--- config.mk ---
export PLATFORM = sky130hd
export DESIGN_NAME = xitd_ctrl
export DESIGN_NICKNAME = d
export VERILOG_FILES = /design/src/design/xitd_pkg.sv /design/src/design/xitd_ctrl.sv
export SDC_FILE = /design/constraint.sdc
export NUM_CORES = 1
export LEC_CHECK = 0
export ABC_AREA = 1
export BUFFER_PORTS_ARGS = -buffer_cell sky130_fd_sc_hd__buf_2
export CAP_MARGIN = 20
export CORE_ASPECT_RATIO = 2
export CORE_MARGIN = 10
export CORE_UTILIZATION = 55
export CTS_BUF_LIST = sky130_fd_sc_hd__clkbuf_4
export CTS_CLUSTER_DIAMETER = 100
export CTS_CLUSTER_SIZE = 12
export DETAILED_ROUTE_END_ITERATION = 12
export GPL_TIMING_DRIVEN = 0
export HOLD_SLACK_MARGIN = 0.1
export PLACE_DENSITY = 0.72
export SLEW_MARGIN = 20
export SYNTH_ARGS = -nofsm -noshare
export SYNTH_HDL_FRONTEND = slang
export SYNTH_SLANG_ARGS = --single-unit
--- constraint.sdc ---
create_clock -name clk -period 4.6 [get_ports clk]
set_clock_uncertainty 0.05 [all_clocks]
set_input_delay 0.23 -clock clk [delete_from_list [all_inputs] [get_ports clk]]
set_output_delay 0.23 -clock clk [all_outputs]
set_load 0.05 [all_outputs]
--- src/design/xitd_pkg.sv ---
// shared types and fixed field widths of the itd estimator
// depends on: nothing
`default_nettype none
package xitd_pkg;

  localparam int SAMPLE_W = 16;
  localparam int PROD_W   = 32;
  localparam int DELAY_W  = 9;
  localparam int IDX_W    = 10;
  localparam int PEAK_W   = 39;

  localparam logic [DELAY_W-1:0] MAX_LAG_RESET = 9'd31;
  localparam logic [63:0]        PEAK_SAT      = (64'd1 << PEAK_W) - 64'd1;

  // per-beat flags that travel down the multiply-accumulate pipe
  typedef struct packed {
    logic vld;
    logic first;
    logic last;
    logic fin;
  } tag_t;

endpackage
`default_nettype wire

--- src/design/xitd_ctrl.sv ---
// sequencer: loads sample pairs, then walks every lag and every product index
// depends on: xitd_pkg
`default_nettype none
module xitd_ctrl #(
  parameter int MAX_LENGTH = 512
) (
  input  wire logic                                  clk,
  input  wire logic                                  rst_n,
  input  wire logic                                  in_valid,
  output logic                                       in_ready,
  input  wire logic                                  in_is_last,
  input  wire logic                                  out_busy,
  input  wire logic                                  fin_seen,
  output logic                                       wr_en,
  output logic [$clog2(MAX_LENGTH)-1:0]              wr_addr,
  output logic [$clog2(MAX_LENGTH)-1:0]              rd_addr_l,
  output logic [$clog2(MAX_LENGTH)-1:0]              rd_addr_r,
  output xitd_pkg::tag_t                             iss,
  output logic [$clog2(MAX_LENGTH+1):0]              iss_k,
  output logic                                       start,
  output logic                                       load_out,
  output logic [$clog2(MAX_LENGTH+1)-1:0]            len
);
  import xitd_pkg::*;

  localparam int AW = $clog2(MAX_LENGTH);
  localparam int CW = $clog2(MAX_LENGTH + 1);
  localparam int KW = CW + 1;
  localparam logic [CW-1:0] FULL = CW'(MAX_LENGTH);

  typedef enum logic [3:0] {
    ST_LOAD   = 4'b0001,
    ST_CORR   = 4'b0010,
    ST_DRAIN  = 4'b0100,
    ST_FINISH = 4'b1000
  } st_t;

  st_t           state_r, state_nxt;
  logic [CW-1:0] cnt_r, cnt_nxt;
  logic [CW-1:0] len_r, len_nxt;
  logic [KW-1:0] k_r, k_nxt;
  logic [KW-1:0] kmax_r, kmax_nxt;
  logic [AW-1:0] la0_r, la0_nxt;
  logic [AW-1:0] ra0_r, ra0_nxt;
  logic [AW-1:0] la_r, la_nxt;
  logic [AW-1:0] ra_r, ra_nxt;
  logic [AW-1:0] i_r, i_nxt;
  logic [CW-1:0] n_r, n_nxt;

  logic          accept;
  logic          room;
  logic [CW-1:0] cnt_inc;
  logic [CW-1:0] len_m1;
  logic          last_el;
  logic          k_end;
  logic          up_side;

  assign in_ready  = (state_r == ST_LOAD);
  assign accept    = in_valid && in_ready;
  assign room      = (cnt_r < FULL);
  assign cnt_inc   = room ? cnt_r + CW'(1) : cnt_r;
  assign len_m1    = cnt_inc - CW'(1);
  assign wr_en     = accept && room;
  assign wr_addr   = cnt_r[AW-1:0];
  assign rd_addr_l = la_r;
  assign rd_addr_r = ra_r;
  assign iss_k     = k_r;
  assign len       = len_r;

  assign last_el = (CW'(i_r) == n_r - CW'(1));
  assign k_end   = (k_r == kmax_r);
  // lags below the center: the right window slides down and grows
  assign up_side = (k_r < KW'(len_r) - KW'(1));

  always_comb begin
    state_nxt = state_r;
    cnt_nxt   = cnt_r;
    len_nxt   = len_r;
    k_nxt     = k_r;
    kmax_nxt  = kmax_r;
    la0_nxt   = la0_r;
    ra0_nxt   = ra0_r;
    la_nxt    = la_r;
    ra_nxt    = ra_r;
    i_nxt     = i_r;
    n_nxt     = n_r;
    iss       = '0;
    start     = 1'b0;
    load_out  = 1'b0;
    unique case (state_r)
      ST_LOAD: begin
        if (accept) begin
          cnt_nxt = cnt_inc;
          if (in_is_last) begin
            cnt_nxt   = '0;
            len_nxt   = cnt_inc;
            state_nxt = ST_CORR;
            k_nxt     = '0;
            kmax_nxt  = (KW'(cnt_inc) << 1) - KW'(2);
            la0_nxt   = '0;
            ra0_nxt   = len_m1[AW-1:0];
            la_nxt    = '0;
            ra_nxt    = len_m1[AW-1:0];
            i_nxt     = '0;
            n_nxt     = CW'(1);
            start     = 1'b1;
          end
        end
      end
      ST_CORR: begin
        iss.vld   = 1'b1;
        iss.first = (i_r == '0);
        iss.last  = last_el;
        iss.fin   = last_el && k_end;
        if (last_el) begin
          if (k_end) begin
            state_nxt = ST_DRAIN;
          end else begin
            k_nxt = k_r + KW'(1);
            i_nxt = '0;
            if (up_side) begin
              ra0_nxt = ra0_r - AW'(1);
              n_nxt   = n_r + CW'(1);
            end else begin
              la0_nxt = la0_r + AW'(1);
              n_nxt   = n_r - CW'(1);
            end
            la_nxt = la0_nxt;
            ra_nxt = ra0_nxt;
          end
        end else begin
          i_nxt  = i_r + AW'(1);
          la_nxt = la_r + AW'(1);
          ra_nxt = ra_r + AW'(1);
        end
      end
      ST_DRAIN: begin
        if (fin_seen) begin
          state_nxt = ST_FINISH;
        end
      end
      ST_FINISH: begin
        if (!out_busy) begin
          load_out  = 1'b1;
          state_nxt = ST_LOAD;
        end
      end
      default: begin
        state_nxt = ST_LOAD;
      end
    endcase
  end

  always_ff @(posedge clk) begin
    if (!rst_n) begin
      state_r <= ST_LOAD;
      cnt_r   <= '0;
    end else begin
      state_r <= state_nxt;
      cnt_r   <= cnt_nxt;
    end
  end

  always_ff @(posedge clk) begin
    len_r  <= len_nxt;
    k_r    <= k_nxt;
    kmax_r <= kmax_nxt;
    la0_r  <= la0_nxt;
    ra0_r  <= ra0_nxt;
    la_r   <= la_nxt;
    ra_r   <= ra_nxt;
    i_r    <= i_nxt;
    n_r    <= n_nxt;
  end

endmodule
`default_nettype wire

# Word level (Yosys, flattened, before mapping)
# Index checks and enable logic that the tools add are counted.
# totals
inputBits,6
word_cells,94
out_inout_bits,56
reg_bits,101
# op_classes
n_eq_ne,14
n_reduce_logical,10
n_lt_le_gt_ge,2
addsub,12
mux,45
# ops
cell,count
$mux 9,14
$pmux 9 s2,5
$mux 10,7
$mux 11,4
$add 9x1->9 const B,4
$mux 4,7
$pmux 11 s2,1
$add 10x1->10 const B,2
$pmux 10 s2,1
$sub 9x1->9 const B,2
$pmux 4 s4,1
$add 11x1->11 const B,1
$eq 11x11->1,1
$lt 11x11->1,1
$sub 10x1->11 const B,1
$sub 11x2->11 const B,1
$eq 9x10->1,1
$lt 10x10->1 const B,1
$ne 2x2->1 const B,5
$sub 10x1->10 const B,1
$logic_not 9->1,1
$reduce_and 6->1,1
$mux 1,5
$reduce_and 5->1,1
11 further kinds,14

# Logic depth before layout (Yosys ltp)
# depth
ltp_word,6
ltp_mapped,20

# Worst setup path before layout
# OpenSTA, ideal clock, no wires.
# synth_path
path_kind,reg2reg
start,register n_r[0]
end,"register k_r[0], in the netlist iss_k[0], enable pin"
arrival_ns,3.281
path_buffers,1
setup_time_ns,0.429
setup_slack_ns,0.841
synth_period_minus_slack_ns,3.759
path_stages_with_launch,16
t_required_ns,4.121
cell_sequence,edfxtp_1 > inv_2 > ha_1 > inv_1 > nand2_1 > nand2_1 > nand2_1 > nand2_1 > nor2_1 > nand3_1 > nor2_4 > nand3_4 > nand2_4 > buf_8 > inv_2 > nor3_2
# synth_between
elab_chain_len,4
# synth_lines
item,line_no,text
from (decl),xitd_ctrl.sv:48,"logic [CW-1:0] n_r, n_nxt;"
from (signal assigned),xitd_ctrl.sv:173,n_r <= n_nxt;
$sub 10x1->10,xitd_ctrl.sv:70,assign last_el = (CW'(i_r) == n_r - CW'(1));
$eq 9x10->1,xitd_ctrl.sv:70,
$ne 2x2->1 (no line),-,
$reduce_and 5->1 (no line),-,
to (signal assigned),xitd_ctrl.sv:166,k_r <= k_nxt;
to (decl),xitd_ctrl.sv:41,"logic [KW-1:0] k_r, k_nxt;"
# Every way passes these cells.
# A chain may end at the register's enable or synchronous reset.

# Final worst setup path
# layout_path
start,"register len_r[2], in the netlist len[2]"
end,"register la_r[6], in the netlist rd_addr_l[6] (data pin)"
# layout_between
elab_chain_len,6
# layout_lines
item,line_no,text
from (decl),xitd_ctrl.sv:40,"logic [CW-1:0] len_r, len_nxt;"
from (signal assigned),xitd_ctrl.sv:165,len_r <= len_nxt;
$sub 10x1->11,xitd_ctrl.sv:73,assign up_side = (k_r < KW'(len_r) - KW'(1));
$lt 11x11->1,xitd_ctrl.sv:73,
$mux 9,xitd_ctrl.sv:121,if (up_side) begin
$mux 9,xitd_ctrl.sv:116,if (k_end) begin
$mux 9,xitd_ctrl.sv:115,if (last_el) begin
$pmux 9 s2,xitd_ctrl.sv:90,unique case (state_r)
to (signal assigned),xitd_ctrl.sv:170,la_r <= la_nxt;
to (decl),xitd_ctrl.sv:45,"logic [AW-1:0] la_r, la_nxt;"
# Every way passes these cells. The select of a mux whose other input is x is not followed.

==> results.toml <==
[floorplanning]
ios = 62
fp.coreArea_um2 = 11700
dieArea_um2 = 16900
die_w_um = 97.0
start_util = 0.557
die_h_um = 174
num_rows = 56

[global_route]
grt_first_pass_wirelength_um = 27000
grt-busiest-layer = "met2"
met3_usage = 0.0357
grt_max_degree = 28
first_global_vias = 5847
grt_use_met2 = 0.384
groute.usage.overall = 0.194
grt-ovfl-total = 0
grtUsageMet1 = 0.175
antenna_found_initial = 1

[logic_synthesis]
ys_warn_count = 0
ys_seq_area_frac = 0.439
synth_edf_count = 86
syn-instance-count = 796
syn_nets = 824
avgSynthCellArea_um2 = 8.19
netlist_top_cells_area = "edfxtp_1 (40%), nand2_1 (11%), xor2_1 (6.0%), inv_1 (5.6%), nor2_1 (4.6%)"
ys_types = 48
synthArstFlopShare = 0
yosysTopAreaCell = "edfxtp_1"
netlist_area_um2 = 6520
ys.flop_type = "edfxtp_1"
synth_top_area_frac = 0.396
yosys_register_bits = 100

[timing]
setup_ws_ns = 0.795
hold_viol = 0
rsz0062_at_grt = "no"
period_share = 0.827
tightest_slew_ns = 0.838
max_freq_mhz = 263
report.final.slew_viol_count = 0
layout_min_cycle_time_ns = 3.80
setup_violations = 0
slew_headroom = 0.440

[finish]
drive_above_1_share = 0.150
multi_input_area_um2 = 3100
syn_to_final_growth_pct = 11.0
regArea_um2 = 2860
final_util = 0.618
nets = 902
fillers = 1010

[routing]
wl_um = 17000
firstDrtPassIters = 5
antenna_left = 0
viasPerCell = 5.53
wire_per_inst_um = 16.6
drt_iter0_markers = 428
drc_errors = 0
via_count = 5666

[worst_setup_path]
crit_path_cell_trace = "nor2_1 -> nand2_1 -> nor3_1 -> inv_1 -> nor4_1 -> xor2_1 -> ha_1 -> nand4_1 -> nor2_1 -> nand4_1 -> nand3_1 -> buf_2 -> clkbuf_1 -> o21ai_0 -> nand2_1 -> o21ai_0"
crit_fanout = 10
cp-end-kind = "flop"
worstPathRequired_ns = 4.78
max_stage_delay_ns = 0.48
path_class = "flop to flop"
start_kind = "flop"
cp.arrival_ns = 3.99
crit_slowest_cell = "edfxtp_1"

[clock_network]
cts_setup_buffers = 0
cts_buffers = 9
cts_tree = "done"
root_buffer = "clkbuf_4"
h-tree-depth = 3
insertion_delay_ns = 0.47
path_clk_slew_ns = 0.16
cts.sinks = 100
clockBufferDepth = 2

[place]
io_buffers = 61
hpwl_um = 13200
place.gp.congestion = 0.912
place_ws_ns = 0.771

[power_and_ir_drop]
swShare = 0.519
pwr-share-clk = 0.093
p_leak_uw = 0.00315
combPwrFrac = 0.536
totalPowerFinal_uw = 5040
p_per_area_nw_per_um2 = 696
pwr-share-seq = 0.371
p_int_uw = 2420
p_switching_uw = 2610
ir_worst_vdd_v = 0.000417

[job]
maxCapViolations = 0

[run_status]
status = "finished clean"

[min_path]
hp-class = "input pin to flop"
kinds of logic after synthesis:
logic type | after synthesis | share of synthesized area
AOI/OAI and AO/OA | 91 | 0.0755
buffers and inverters | 131 | 0.0874
DFF | 100 | 0.439
xor gates and xnor gates | 65 | 0.0897
muxes | 1 | 0.00154
adders and majority gates | 22 | 0.0422
and+or+nand+nor | 386 | 0.264
per-layer routing:
layer	up-vias	routed length (µm)
met1	2656	5970
met2	173	9620
met5	-	0
met4	0	827
li1	2775	-
met3	62	618
layout by cell type (no fill, tap or decap), drive strengths merged, types with 22 or more instances in the layout:
cell type  Yosys  routed
nor2          93      93
a21oi         31      31
ha            22      22
buf           16      80
o21ai         47      47
inv          104     104
nand3         54      54
edfxtp        86      86
nand2        190     190
xor2          47      47
nor3          23      23
worst paths after layout:
kind | from | to | slack [ns] | cells after the start
setup / recovery | len[2] | rd_addr_l[6] | 0.80 | 16
hold / removal | out_busy | state_r[1] | 0.15 | 4
setup reg to reg | len[2] | rd_addr_l[6] | 0.80 | 16
hold reg to reg | cnt_r[7] | cnt_r[7] | 0.45 | 2
through the flow:
step	hold slack [ns]	cell area (µm²)	std cells	TNS, ns
global placement	0.417	7000	1002	-8.64
floorplan	0.264	6520	796	0
finish	0.148	7230	1024	0
detailed placement	0.423	7070	1005	0
global route	0.143	7230	1024	0
CTS	0.128	7230	1023	0
power by group through the flow:
stage | registers [µW] | logic (µW) | clock network (µW)
after floorplan | 2290 | 1490 | 0
after global placement | 1880 | 2540 | 0
after detailed placement | 1880 | 2690 | 0
after CTS | 1860 | 2700 | 467
after global routing | 1910 | 2950 | 502
final | 1870 | 2700 | 468
cell type report:
class | count | share of cell area
Clock buffer | 10 | 0.0104
Timing Repair Buffer | 67 | 0.0538
Sequential cell | 100 | 0.396
Buffer | 25 | 0.0235
Inverter | 106 | 0.0552
Clock inverter | 5 | 0.00744
Antenna cell | 1 | 0.000346
Multi-Input combinational cell | 565 | 0.429
Tap cell | 145 | 0.0251
cells in the mapped netlist (4+ instances only):
cell type and n:
nand2_1 186, inv_1 98, edfxtp_1 86, nor2_1 79
nand3_1 52, xor2_1 45, o21ai_0 42, a21oi_1 31
ha_1 22, nor3_1 19, xnor2_1 18, dfxtp_1 14
nand4_1 12, nor2_2 12, buf_4 10, clkbuf_1 9
inv_2 6, nor4_1 5, o21ai_1 5, nor3_2 4
state kept, by name, summed over array words and instances (netlist names):
signal	count
la0_r	9
rd_addr_r	9
kmax_r	10
rd_addr_l	9
ra0_r	9
cnt_r	10
len	10
n_r	10
state_r	4
iss_k	11
i_r	9
what timing repair did:
item / CTS / global route
endpoints found under the hold margin: 11 / 0
hold buffers: 3 / 0
gates resized for setup: 0 / 0
worst max-delay path, delay by kind of cell (launching register included):
kind	cells	cell delay, ns
AO/OA/AOI/OAI	2	0.39
XOR/XNOR	1	0.13
adder cells (fa/ha/maj)	1	0.31
buffers and inverters	3	0.79
flip-flops	1	0.48
AND/OR/NAND/NOR	9	1.44
Power figures use the tool's default switching activity.
