## config.mk

```make
export PLATFORM = sky130hd
export DESIGN_NAME = xitd_mac
export DESIGN_NICKNAME = d
export VERILOG_FILES = /design/src/design/xitd_pkg.sv /design/src/design/xitd_mac.sv
export SDC_FILE = /design/constraint.sdc
export NUM_CORES = 1
export LEC_CHECK = 0
export BUFFER_PORTS_ARGS = -buffer_cell sky130_fd_sc_hd__buf_4
export CAP_MARGIN = 0
export CORE_UTILIZATION = 50
export CTS_CLUSTER_DIAMETER = 60
export DETAILED_ROUTE_END_ITERATION = 7
export PLACE_DENSITY = 0.67
export SLEW_MARGIN = 25
export SYNTH_ARGS = -nofsm -noshare
export SYNTH_HDL_FRONTEND = slang
export SYNTH_SLANG_ARGS = --single-unit
export TNS_END_PERCENT = 100
```

## constraint.sdc

```tcl
create_clock -name clk -period 14.5 [get_ports clk]
set_clock_uncertainty 0.15 [all_clocks]
set_input_delay 2.9 -clock clk [delete_from_list [all_inputs] [get_ports clk]]
set_output_delay 2.9 -clock clk [all_outputs]
set_load 0.05 [all_outputs]
```

## src/design/xitd_pkg.sv

```systemverilog
// shared types and fixed field widths of the itd estimator
// depends on: nothing
`default_nettype none
package xitd_pkg;

  localparam int SAMPLE_W = 16;
  localparam int PROD_W   = 32;
  localparam int DELAY_W  = 9;
  localparam int IDX_W    = 10;
  localparam int PEAK_W   = 39;

  localparam logic [DELAY_W-1:0] MAX_LAG_RESET = 9'd31;
  localparam logic [63:0]        PEAK_SAT      = (64'd1 << PEAK_W) - 64'd1;

  // per-beat flags that travel down the multiply-accumulate pipe
  typedef struct packed {
    logic vld;
    logic first;
    logic last;
    logic fin;
  } tag_t;

endpackage
`default_nettype wire

```

## src/design/xitd_mac.sv

```systemverilog
// multiply-accumulate pipe and running peak search over finished lags
// depends on: xitd_pkg
`default_nettype none
module xitd_mac #(
  parameter int MAX_LENGTH = 512
) (
  input  wire logic                                        clk,
  input  wire logic                                        rst_n,
  input  wire xitd_pkg::tag_t                              iss,
  input  wire logic [$clog2(MAX_LENGTH+1):0]               iss_k,
  input  wire logic [xitd_pkg::SAMPLE_W-1:0]               l_data,
  input  wire logic [xitd_pkg::SAMPLE_W-1:0]               r_data,
  input  wire logic                                        start,
  output logic                                             fin_seen,
  output logic signed [$clog2(MAX_LENGTH)+32:0]            best_val,
  output logic [$clog2(MAX_LENGTH+1):0]                    best_idx
);
  import xitd_pkg::*;

  localparam int AW    = $clog2(MAX_LENGTH);
  localparam int KW    = $clog2(MAX_LENGTH + 1) + 1;
  localparam int ACC_W = AW + 33;

  tag_t                     s1_r, s2_r, s3_r;
  logic [KW-1:0]            k1_r, k2_r, k3_r;
  logic signed [PROD_W-1:0] prod_r;
  logic signed [ACC_W-1:0]  acc_r, acc_nxt;
  logic signed [ACC_W-1:0]  best_r;
  logic [KW-1:0]            bidx_r;
  logic signed [SAMPLE_W-1:0] ls, rs;

  assign ls = l_data;
  assign rs = r_data;

  // first product of a lag restarts the sum
  assign acc_nxt = s2_r.first ? ACC_W'(prod_r) : acc_r + ACC_W'(prod_r);

  always_ff @(posedge clk) begin
    if (!rst_n) begin
      s1_r <= '0;
      s2_r <= '0;
      s3_r <= '0;
    end else begin
      s1_r <= iss;
      s2_r <= s1_r;
      s3_r <= s2_r;
    end
  end

  always_ff @(posedge clk) begin
    k1_r   <= iss_k;
    k2_r   <= k1_r;
    k3_r   <= k2_r;
    prod_r <= PROD_W'(ls) * PROD_W'(rs);
    if (s2_r.vld) begin
      acc_r <= acc_nxt;
    end
  end

  always_ff @(posedge clk) begin
    if (!rst_n) begin
      best_r <= '0;
      bidx_r <= '0;
    end else if (start) begin
      best_r <= '0;
      bidx_r <= '0;
    end else if (s3_r.vld && s3_r.last && (acc_r > best_r)) begin
      best_r <= acc_r;
      bidx_r <= k3_r;
    end
  end

  assign fin_seen = s3_r.vld && s3_r.fin;
  assign best_val = best_r;
  assign best_idx = bidx_r;

endmodule
`default_nettype wire

```

Word-level counts from Yosys, hierarchy flattened
Cells that the tools add are included.
- add/subtract/negate cells: 1
- multipliers: 1
- order comparisons: 1
- mux-type cells: 1
- bitwise operators: 1
- reduce and logical (&&, ||, !) cells: 4
- operator list (cell ; count):
    adder 42 x 32 -> 42 bit ; 1
    greater-than comparator 42 bit ; 1
    two-way mux 42 bit ; 1
    multiplier 16 x 16 -> 32 bit ; 1
    logical AND 1 bit ; 3
    OR reduction 2 bit ; 1
    inverter 1 bit ; 1
- flip-flop bits (word level): 171
- input bits: 50
- output and inout port bits: 54
- word-level logic and storage cells: 27

Logic depth before layout (Yosys ltp)
Gate-level depths: netlist of the first run.
- depth after elaboration: 2
- gate-level depth with buffers: 24
- gate-level depth less buffers: 23

Least setup slack after synthesis of the first run
OpenSTA, ideal clock, no wires.
- path kind: input to register
- start: input port l_data[7] in the netlist's numbering
- end: register prod_r[31]
- setup time: 0.072 ns
- arrival time: 8.382 ns
- slack: 5.895 ns
- stages: 23
- cell sequence: clkbuf_1 > nand2_1 > fa_1 > inv_1 > fa_1 > inv_1 > fa_1 > inv_1 > fa_1 > fa_1 > inv_1 > fa_1 > inv_1 > ha_1 > a21oi_1 > o21ai_0 > a221o_1 > a21o_1 > a41o_1 > a211oi_1 > o31ai_1 > a21oi_1 > xnor2_1
- word-level cells in the longest chain between the ends: 1
- ends and longest elaborated chain (element ; RTL line ; text):
    start, declared ; xitd_mac.sv:11 ; input wire logic [xitd_pkg::SAMPLE_W-1:0] l_data,
    multiplier 16 x 16 -> 32 bit ; xitd_mac.sv:54 ; prod_r <= PROD_W'(ls) * PROD_W'(rs);
    end signal, assigned ; xitd_mac.sv:54 ;
    end, declared ; xitd_mac.sv:26 ; logic signed [PROD_W-1:0] prod_r;
No other way between the ends.
A chain may end at the register's enable or synchronous reset.

Worst setup path in the final report of the first run
- start: input port r_data[4] in the netlist's numbering
- end: register prod_r[31]
- word-level cells in the longest chain between the ends: 1
- ends and longest elaborated chain (element ; RTL line ; text):
    start, declared ; xitd_mac.sv:12 ; input wire logic [xitd_pkg::SAMPLE_W-1:0] r_data,
    multiplier 16 x 16 -> 32 bit ; xitd_mac.sv:54 ;
No other way between the ends.

==> flow_summary.yaml, run 1 <==
cells_and_area:
  utilization_pct: 55.5
  antenna_cells: 0
  layout_cells_excl_fill: 2568
  area_growth_pct: 8.78
  layout.cells.most_common_list: "sky130_fd_sc_hd__inv_1, sky130_fd_sc_hd__nand2_1, sky130_fd_sc_hd__fa_1"
  nNetsFinal: 2565
  layout.cells.most_common: "sky130_fd_sc_hd__inv_1"
  final_layout_size_suffix_gt1_share_pct: 8.19
floorplanning:
  die_width_um: 196
  initial_core_util_pct: 51.1
  die_y_um: 196
  fp.dieArea_sq_mm: 0.0382
  floorplan.rows: 70
  design.portCount: 104
  area_of_the_core_sq_mm: 0.0367
synth:
  synth_largest_area_cell: "sky130_fd_sc_hd__fa_1"
  netlist_area_sq_mm: 0.0187
  synth.ff_latch_count: 171
  syn-instance-count: 2028
  synth_flop_cell: "sky130_fd_sc_hd__dfxtp_1"
  synth.avg_cell_area_sq_um: 9.24
  asyncSetResetFlopFracSynth_pct: 0
  yosys_cell_types: 74
  syn-num-nets: 2506
  synth_top_area_share_pct: 28.1
  synthTopCellsByArea: "sky130_fd_sc_hd__fa_1, sky130_fd_sc_hd__dfxtp_1, sky130_fd_sc_hd__ha_1, sky130_fd_sc_hd__inv_1, sky130_fd_sc_hd__edfxtp_1"
  seq_area_frac_synth_pct: 20.5
  synth_edf_count: 42
  yosys_warnings: 0
worst_setup_path:
  sequence_of_cells_on_the_critical_path: "buf_4, and2_1, fa_1, inv_1, fa_1, fa_1, inv_1, fa_1, fa_1, inv_1, fa_1, inv_1, ha_1, a21oi_1, o21ai_0, a221o_1, a21o_1, a41o_1, a211oi_1, o31ai_1, a21oi_1, xnor2_1"
  required_time_reported_for_the_critical_path_endpoint_ns: 14.66
  crit_path_buf_inv_count: 5
  timing.critical_path.to_type: "flop"
  critical_path_class: "input pin to flop"
  arrival_ns: 8.65
  start_kind: "input pin"
  worst-path-max-fanout: 16
  cpMaxStageDelayCell: "sky130_fd_sc_hd__fa_1"
  path_delay_family: "adder cells"
  critical_path.max_stage_delay_ns: 0.55
  r2r_setup_slack_ns: 10.72
  critical_path.most_common_cell: "sky130_fd_sc_hd__fa_1"
outcome:
  outcome: "complete, no violations"
placement:
  dp.cells: 2536
  hpwlAfterDp_um: 32700
  portBuffers: 103
  routabilityCongestion: 0.917
  dpl_worst_slack_ns: 5.57
global_route:
  grt_util_all_layers_pct: 22.2
  grt_max_degree: 82
  globalRoute.totalOverflow: 0
  wire_length_of_the_first_global_routing_pass_um: 68600
  antenna_found_initial: 0
  via_count_of_the_first_global_routing_pass: 14037
timing:
  finalMaxSlewViolations: 0
  final.period_utilization_pct: 58.5
  rsz0062_at_grt: "no"
  finalHoldViolations: 0
  maxClockFrequency_ghz: 0.118
  fin_setup_tns_ns: 0
  final-setup-viol-count: 0
  max-slew-margin-rel_pct: 39.1
  max_slew.worst_pin.slew_ns: 0.914
  period_minus_slack_ns: 8.48
  post-route-worst-setup-slack_ns: 6.02
drt:
  route.final.wire_length_um: 40400
  wl_met3_um: 2230
  route.top_layer_used: "met4"
  drt-pass1-iter-count: 5
  wirelength_met1_um: 19300
  remaining_drc_errors: 0
  route.met2.wl_um: 18400
  detail-route-antenna-nets: 0
  routed-via-count: 13449
  starting_drc_count_in_detailed_routing: 633
  detail_route.vias_per_cell: 5.24
  routedWlPerCell_um: 15.8
clock_tree:
  clk-insertion-delay-late_ns: 0.44
  buffer_type_at_the_clock_tree_root: "sky130_fd_sc_hd__clkbuf_16"
  clock_tree.htree_level_count: 4
  cts-hold-fix-buffers: 0
  post_cts_resized: 0
  clock_path_buffers: 2
  clock_sink_count: 171
  post_cts_buffers: 0
  tritoncts.num_buffers: 17
  clock_tree_from_tritoncts: "built"
  clkSlewWorstSetupHoldPaths_ns: 0.07
job:
  cap_viol_max_count: 0
hold_path:
  hp-class: "flop to flop"
[Yosys cell counts, types with 25 or more instances]
cell type	number
sky130_fd_sc_hd__nor2_1	47
sky130_fd_sc_hd__inv_1	384
sky130_fd_sc_hd__edfxtp_1	42
sky130_fd_sc_hd__fa_1	263
sky130_fd_sc_hd__xnor2_1	40
sky130_fd_sc_hd__mux2i_1	57
sky130_fd_sc_hd__a21oi_1	69
sky130_fd_sc_hd__and2_1	133
sky130_fd_sc_hd__dfxtp_1	129
sky130_fd_sc_hd__o21ai_0	54
sky130_fd_sc_hd__ha_1	165
sky130_fd_sc_hd__xor2_1	25
sky130_fd_sc_hd__a21o_1	45
sky130_fd_sc_hd__nand2_1	310
sky130_fd_sc_hd__clkbuf_1	52
[path summary, 6_finish.rpt]
kind | endpoint | startpoint | cells past startpoint
max | prod_r[31]$_DFF_P_ | r_data[4] | 22
min | k2_r[9]$_DFF_P_ | k1_r[9]$_DFF_P_ | 0
max reg2reg | best_val[7]$_SDFFE_PP0P_ | acc_r[41]$_DFFE_PP_ | 10
min reg2reg | k2_r[9]$_DFF_P_ | k1_r[9]$_DFF_P_ | 0
[layout make-up]
class / count / area, sq um
clock buffer: 17 / 425
clock inverter: 15 / 199
fill: 3331 / 16300
inverter: 384 / 1440
multi-input combinational: 1406 / 13100
sequential: 171 / 3850
tap: 468 / 586
timing repair buffer: 107 / 803
[worst register-to-register path, cell delays in order, from the launching register on]
cell,delay (ns)
sky130_fd_sc_hd__edfxtp_1,0.47
sky130_fd_sc_hd__ha_1,0.41
sky130_fd_sc_hd__and4_4,0.25
sky130_fd_sc_hd__and3_4,0.21
sky130_fd_sc_hd__nand2_1,0.06
sky130_fd_sc_hd__nor3_1,0.44
sky130_fd_sc_hd__nand2_1,0.10
sky130_fd_sc_hd__o21ai_1,0.30
sky130_fd_sc_hd__mux2i_4,0.27
sky130_fd_sc_hd__buf_4,0.74
sky130_fd_sc_hd__mux2i_1,0.30
[routing by layer]
layer  up-vias  global-route usage (%)
met5         -                       0
met4         0                    4.49
met3        36                    3.01
met2       360                    36.8
met1      6520                    31.1
li1       6533                       -
[stage by stage]
step	cell area, sq um	hold WS (ns)
after floorplan	18700	0.160
after global placement	19800	0.160
after detailed placement	19800	0.163
after CTS	20400	0.181
after global routing	20400	0.182
final	20400	0.176
[registers in the layout (all words and copies together), names as in the netlist]
signal,cells
best_idx,11
acc_r,42
s3_r,3
s2_r,4
k3_r,11
k1_r,11
s1_r,4
prod_r,32
k2_r,11
best_val,42
[cell families after synthesis]
family / synth area share, %
simple gates: 15.0
buf+inv: 9.78
fa+ha+maj: 39.1
compound gates: 9.44
flops: 20.5
xor+xnor: 3.04
mux: 3.11
Power of run 1 is not shown: default switching activity piles up to over one toggle a cycle in this logic, so the estimate is an artifact.
==> run 2, diff against run 1 <==
--- a/config.mk
+++ b/config.mk
@@ -5,12 +5,13 @@
 export SDC_FILE = /design/constraint.sdc
 export NUM_CORES = 1
 export LEC_CHECK = 0
+export ABC_AREA = 1
 export BUFFER_PORTS_ARGS = -buffer_cell sky130_fd_sc_hd__buf_4
 export CAP_MARGIN = 0
 export CORE_UTILIZATION = 50
 export CTS_CLUSTER_DIAMETER = 60
 export DETAILED_ROUTE_END_ITERATION = 7
-export PLACE_DENSITY = 0.67
+export PLACE_DENSITY = 0.7
 export SLEW_MARGIN = 25
 export SYNTH_ARGS = -nofsm -noshare
 export SYNTH_HDL_FRONTEND = slang
==> constraint.sdc (replaced) <==
create_clock -name clk -period 6.9 [get_ports clk]
set_clock_uncertainty 0.15 [all_clocks]
set_input_delay 1.38 -clock clk [delete_from_list [all_inputs] [get_ports clk]]
set_output_delay 1.38 -clock clk [all_outputs]
set_load 0.05 [all_outputs]
==> run 2 against run 1 <==
Area after synthesis rose by 8.3%. Clock-buffer cell count unchanged. Sequential share of layout area down 1.5 points. Utilization is 0.088 points higher. Register-to-register slack worse by 7.8 ns. Routed wire length grew 27%. Flip-flop and latch count unchanged. Global-route usage up 4.0 points. Via count increased by 25%. Non-clock buffer count up 24. Highest routed layer unchanged.
==> flow_summary.yaml, run 2 <==
cells_and_area:
  nNetsFinal: 3307
  layout_cells_excl_fill: 3367
  filler_cells_inserted: 3807
  area_growth_pct: 9.38
  final_layout_size_suffix_gt1_share_pct: 6.69
  layout.cells.most_common: "sky130_fd_sc_hd__inv_1"
  layout.cells.most_common_list: "sky130_fd_sc_hd__inv_1, sky130_fd_sc_hd__nand2_1, sky130_fd_sc_hd__fa_1"
  antenna_cells: 0
worst_setup_path:
  start_kind: "input pin"
  required_time_reported_for_the_critical_path_endpoint_ns: 7.13
  crit_path_buf_inv_count: 4
  path_delay_family: "adder cells"
  sequence_of_cells_on_the_critical_path: "buf_4, nand2_1, fa_1, inv_1, fa_1, inv_1, fa_1, fa_1, fa_1, fa_1, inv_1, ha_1, nand2_1, nor4_1, nand4_1, nand3_1, xor2_1"
  timing.critical_path.to_type: "flop"
  worstSetupStartpoint: "r_data[4]"
  arrival_ns: 6.80
  r2r_start: "acc_r[23]$_DFFE_PP_"
  cpMaxStageDelayCell: "sky130_fd_sc_hd__fa_1"
  critical_path_class: "input pin to flop"
  critical_path.most_common_cell: "sky130_fd_sc_hd__fa_1"
  critical_path.max_stage_delay_ns: 0.79
  worst-path-max-fanout: 16
synth:
  synth_commonest_cells: "sky130_fd_sc_hd__inv_1, sky130_fd_sc_hd__nand2_1, sky130_fd_sc_hd__fa_1, sky130_fd_sc_hd__nor2_1, sky130_fd_sc_hd__ha_1"
  synth.avg_cell_area_sq_um: 7.33
  synth_xor_area_share_pct: 1.77
  synthesized_area_fraction_occupied_by_and_or_nand_nor_cells_pct: 22.1
  synth.ff_latch_count: 171
  synth-compound-area-share_pct: 5.54
  netlist_area_sq_mm: 0.0203
  syn-num-nets: 3248
  synth.area.mux_share_pct: 0
  syn-instance-count: 2770
  adder_cell_share_of_the_synthesized_area_pct: 36.1
  asyncSetResetFlopFracSynth_pct: 0
  synth_edf_count: 42
  synth_top_area_share_pct: 25.9
  synth_flop_cell: "sky130_fd_sc_hd__dfxtp_1"
  synthTopCellsByArea: "sky130_fd_sc_hd__fa_1, sky130_fd_sc_hd__inv_1, sky130_fd_sc_hd__dfxtp_1, sky130_fd_sc_hd__nand2_1, sky130_fd_sc_hd__ha_1"
  synth_largest_area_cell: "sky130_fd_sc_hd__fa_1"
  yosysMostFrequentCell: "sky130_fd_sc_hd__inv_1"
  seq_area_frac_synth_pct: 18.9
  yosys_warnings: 0
  yosys_cell_types: 34
  largest_family_of_logic_cells_by_synthesized_area: "adder cells"
timing:
  post-route-worst-setup-slack_ns: 0.328
  finalHoldViolations: 0
  maxClockFrequency_ghz: 0.152
  rsz0062_at_grt: "no"
  max-slew-margin-rel_pct: 44.1
  finalMaxSlewViolations: 0
  max_slew.worst_pin.slew_ns: 0.831
  period_minus_slack_ns: 6.57
  final.period_utilization_pct: 95.2
  final-setup-viol-count: 0
clock_tree:
  cts-hold-fix-buffers: 0
  clock_sink_count: 171
  clock_path_buffers: 2
  post_cts_buffers: 0
  clock_tree.htree_level_count: 4
  tritoncts.num_buffers: 17
  clk-insertion-delay-late_ns: 0.45
  post_cts_resized: 0
  clock_tree_from_tritoncts: "built"
  clkSlewWorstSetupHoldPaths_ns: 0.07
  buffer_type_at_the_clock_tree_root: "sky130_fd_sc_hd__clkbuf_16"
floorplanning:
  design.portCount: 104
  area_of_the_core_sq_mm: 0.0399
  floorplan.rows: 73
  die_width_um: 203
  initial_core_util_pct: 50.9
  fp.dieArea_sq_mm: 0.0414
  die_y_um: 203
placement:
  dp.cells: 3335
  portBuffers: 103
  dpl_worst_slack_ns: -0.101
  hpwlAfterDp_um: 43400
  routabilityCongestion: 0.970
drt:
  routedWlPerCell_um: 15.3
  detail_route.vias_per_cell: 5.00
  drt-pass1-iter-count: 6
  detail-route-antenna-nets: 0
  routed-via-count: 16820
  remaining_drc_errors: 0
  starting_drc_count_in_detailed_routing: 818
  route.final.wire_length_um: 51500
job:
  cap_viol_max_count: 0
global_route:
  globalRoute.totalOverflow: 0
  via_count_of_the_first_global_routing_pass: 17475
  grt_max_degree: 55
  grt_util_all_layers_pct: 26.2
  antenna_found_initial: 0
  wire_length_of_the_first_global_routing_pass_um: 86600
hold_path:
  hp-class: "flop to flop"
  hp-start: "k2_r[7]$_DFF_P_"
outcome:
  outcome: "complete, no violations"
run 2: cell types whose count changed after synthesis, sizes merged, moves of 28 or more:
cell | previous run | this run
nand2 | 310 | 685
inv | 384 | 747
nor2 | 47 | 187
and2 | 134 | 5
nand3 | 17 | 91
nand4 | 11 | 75
mux2i | 57 | 0
a21o | 49 | 8
a21oi | 69 | 97
run 2: final timing paths:
kind	end	slack, ns	cells past startpoint
worst max-delay path	prod_r[27]$_DFF_P_	0.33	17
worst min-delay path	k3_r[7]$_DFF_P_	0.18	0
worst max register to register	best_val[26]$_SDFFE_PP0P_	2.94	13
worst min register to register	k3_r[7]$_DFF_P_	0.18	0
run 2: cell families after synthesis:
| logic type | Yosys count |
|---|---|
| buf+inv | 838 |
| simple gates | 1084 |
| xor+xnor | 41 |
| compound gates | 208 |
| flops | 171 |
| fa+ha+maj | 428 |
run 2: layer usage:
| layer | up-vias | share of wire, % | track usage, % | wire [um] |
|---|---|---|---|---|
| met3 | 82 | 3.9 | 2.08 | 1990 |
| met4 | 0 | 3.1 | 9.43 | 1620 |
| met1 | 7950 | 43 | 32.2 | 22200 |
| li1 | 8340 | - | - | - |
| met2 | 448 | 50 | 47.8 | 25700 |
| met5 | - | 0 | 0 | 0 |
run 2: final cells by class:
| class | count | area [sq um] | area share [%] |
|---|---|---|---|
| Multi-Input combinational cell | 1761 | 13300 | 60.0 |
| Sequential cell | 171 | 3850 | 17.3 |
| Inverter | 747 | 2800 | 12.6 |
| Timing Repair Buffer | 131 | 983 | 4.43 |
| Tap cell | 525 | 657 | 2.96 |
| Clock buffer | 17 | 425 | 1.92 |
| Clock inverter | 15 | 168 | 0.755 |
run 2: through the flow:
step                hold slack, ns  cell area (sq um)  util (%)  TNS [ns]
finish                       0.178              22200      55.6         0
global route                 0.183              22200      55.6         0
CTS                          0.179              22200      55.6         0
detailed placement           0.162              21600      54.1    -0.101
global placement             0.160              21600      54.1   -0.0194
floorplan                    0.160              20300         -         0
Power of run 2 is left out for the same reason.
==> run 3, diff against run 2 <==
--- a/config.mk
+++ b/config.mk
@@ -10,6 +10,7 @@
 export CAP_MARGIN = 0
 export CORE_UTILIZATION = 50
 export CTS_CLUSTER_DIAMETER = 60
+export CTS_CLUSTER_SIZE = 28
 export DETAILED_ROUTE_END_ITERATION = 7
 export PLACE_DENSITY = 0.7
 export SLEW_MARGIN = 25
==> constraint.sdc (replaced) <==
create_clock -name clk -period 6.9 [get_ports clk]
set_clock_uncertainty 0.15 [all_clocks]
set_input_delay 0 -clock clk [delete_from_list [all_inputs] [get_ports clk]]
set_output_delay 0 -clock clk [all_outputs]
set_load 0.05 [all_outputs]
==> run 3 against run 2 <==
Routed wire length about the same. Final area rose by 0.39%. Via count about the same.
==> flow_summary.yaml, run 3 (same netlist as run 2, synthesis figures left out) <==
outcome:
  outcome: "complete, no violations"
worst_setup_path:
  r2r.worst_path.cells: 13
  worst-path-max-fanout: 16
  start_kind: "input pin"
  critical_path.most_common_cell: "sky130_fd_sc_hd__fa_1"
  arrival_ns: 6.06
  r2r_setup_slack_ns: 2.98
  critical_path_class: "input pin to flop"
  critical_path.max_stage_delay_ns: 0.70
  r2r_start: "acc_r[25]$_DFFE_PP_"
  cpMaxStageDelayCell: "sky130_fd_sc_hd__fa_1"
  required_time_reported_for_the_critical_path_endpoint_ns: 7.09
  regToRegEndpoint: "best_val[23]$_SDFFE_PP0P_"
  timing.critical_path.to_type: "flop"
placement:
  place_area_sq_mm: 0.0214
  routabilityCongestion: 0.985
  hpwlAfterDp_um: 43100
  dp.cells: 3313
  portBuffers: 103
clock_tree:
  clk-insertion-delay-late_ns: 0.45
  clock_tree.htree_level_count: 4
  post_cts_resized: 0
  post_cts_buffers: 0
  clock_sink_count: 171
  tritoncts.num_buffers: 17
  clock_tree_from_tritoncts: "built"
  buffer_type_at_the_clock_tree_root: "sky130_fd_sc_hd__clkbuf_16"
  clkSlewWorstSetupHoldPaths_ns: 0.07
  clock_path_buffers: 2
  cts-hold-fix-buffers: 25
cells_and_area:
  regArea_sq_mm: 0.00385
  multiInputGateArea_sq_mm: 0.0133
  nNetsFinal: 3310
  layout_cells_excl_fill: 3370
  filler_cells_inserted: 3798
  layout.cells.most_common: "sky130_fd_sc_hd__inv_1"
  area_growth_pct: 9.81
  layout.cell_area.non_filler_sq_mm: 0.0223
  final_layout_size_suffix_gt1_share_pct: 5.87
  layout.cells.most_common_list: "sky130_fd_sc_hd__inv_1, sky130_fd_sc_hd__nand2_1, sky130_fd_sc_hd__fa_1"
  antenna_cells: 0
global_route:
  grt_max_degree: 55
  grt_util_all_layers_pct: 26.0
  globalRoute.totalOverflow: 0
  via_count_of_the_first_global_routing_pass: 17477
  wire_length_of_the_first_global_routing_pass_um: 85800
  antenna_found_initial: 0
floorplanning:
  floorplan.rows: 73
  die_y_um: 203
  initial_core_util_pct: 50.9
  area_of_the_core_sq_mm: 0.0399
  die_width_um: 203
  fp.dieArea_sq_mm: 0.0414
  design.portCount: 104
drt:
  routedWlPerCell_um: 15.3
  remaining_drc_errors: 0
  detail_route.vias_per_cell: 4.99
  starting_drc_count_in_detailed_routing: 850
  detail-route-antenna-nets: 0
  route.final.wire_length_um: 51500
  routed-via-count: 16825
  drt-pass1-iter-count: 7
timing:
  rsz0062_at_grt: "no"
  max-slew-margin-rel_pct: 41.3
  max_slew.worst_pin.slew_ns: 0.871
  finalMaxSlewViolations: 0
  maxClockFrequency_ghz: 0.170
  final.period_utilization_pct: 85.1
  fin_setup_tns_ns: 0
  final-setup-viol-count: 0
  period_minus_slack_ns: 5.87
  finalHoldViolations: 0
hold_path:
  hp-class: "input pin to flop"
  worst_hold_path.num_cells: 5
  hold_path_end: "best_val[28]$_SDFFE_PP0P_"
  hp-start: "start"
job:
  cap_viol_max_count: 0
[run 3: layout make-up]
| class | count | share of cell area [%] |
|---|---|---|
| Clock buffer | 17 | 1.91 |
| Clock inverter | 15 | 0.763 |
| Inverter | 747 | 12.6 |
| Multi-Input combinational cell | 1761 | 59.7 |
| Sequential cell | 171 | 17.3 |
| Tap cell | 525 | 2.95 |
| Timing Repair Buffer | 134 | 4.79 |
[run 3: metal layers]
metal  up-vias  routed length [um]  track usage (%)
met5         -                   0                0
met4         0                1470             9.51
met3        69                1810             2.60
met2       340               26300             47.5
met1      8056               21900             31.6
li1       8360                   -                -
[run 3: metrics by stage]
step           worst slack (ns)  util (%)  hold WS (ns)
2_1_floorplan              1.52         -        -0.122
6_report                   1.03      55.8        0.0423
3_5_place_dp               1.14      53.7       -0.0446
5_1_grt                   0.637      55.8        0.0380
3_3_place_gp               1.24      53.7       -0.0452
4_1_cts                    1.05      55.8        0.0125
[run 3: critical path: cells and delay by family]
kind	cells	cell delay [ns]
adders and majority gates	7	3.52
buffers and inverters	7	1.09
and+or+nand+nor	11	1.43
[run 3: worst max-delay path by stage]
stage | start | end | slack (ns)
detailed placement | r_data[1] | prod_r[29]$_DFF_P_ | 1.14
global route | r_data[1] | prod_r[29]$_DFF_P_ | 0.64
CTS | r_data[1] | prod_r[29]$_DFF_P_ | 1.05
finish | r_data[1] | prod_r[29]$_DFF_P_ | 1.03
floorplan | r_data[6] | prod_r[31]$_DFF_P_ | 1.52
global placement | r_data[1] | prod_r[28]$_DFF_P_ | 1.24
Power of run 3 is left out for the same reason.
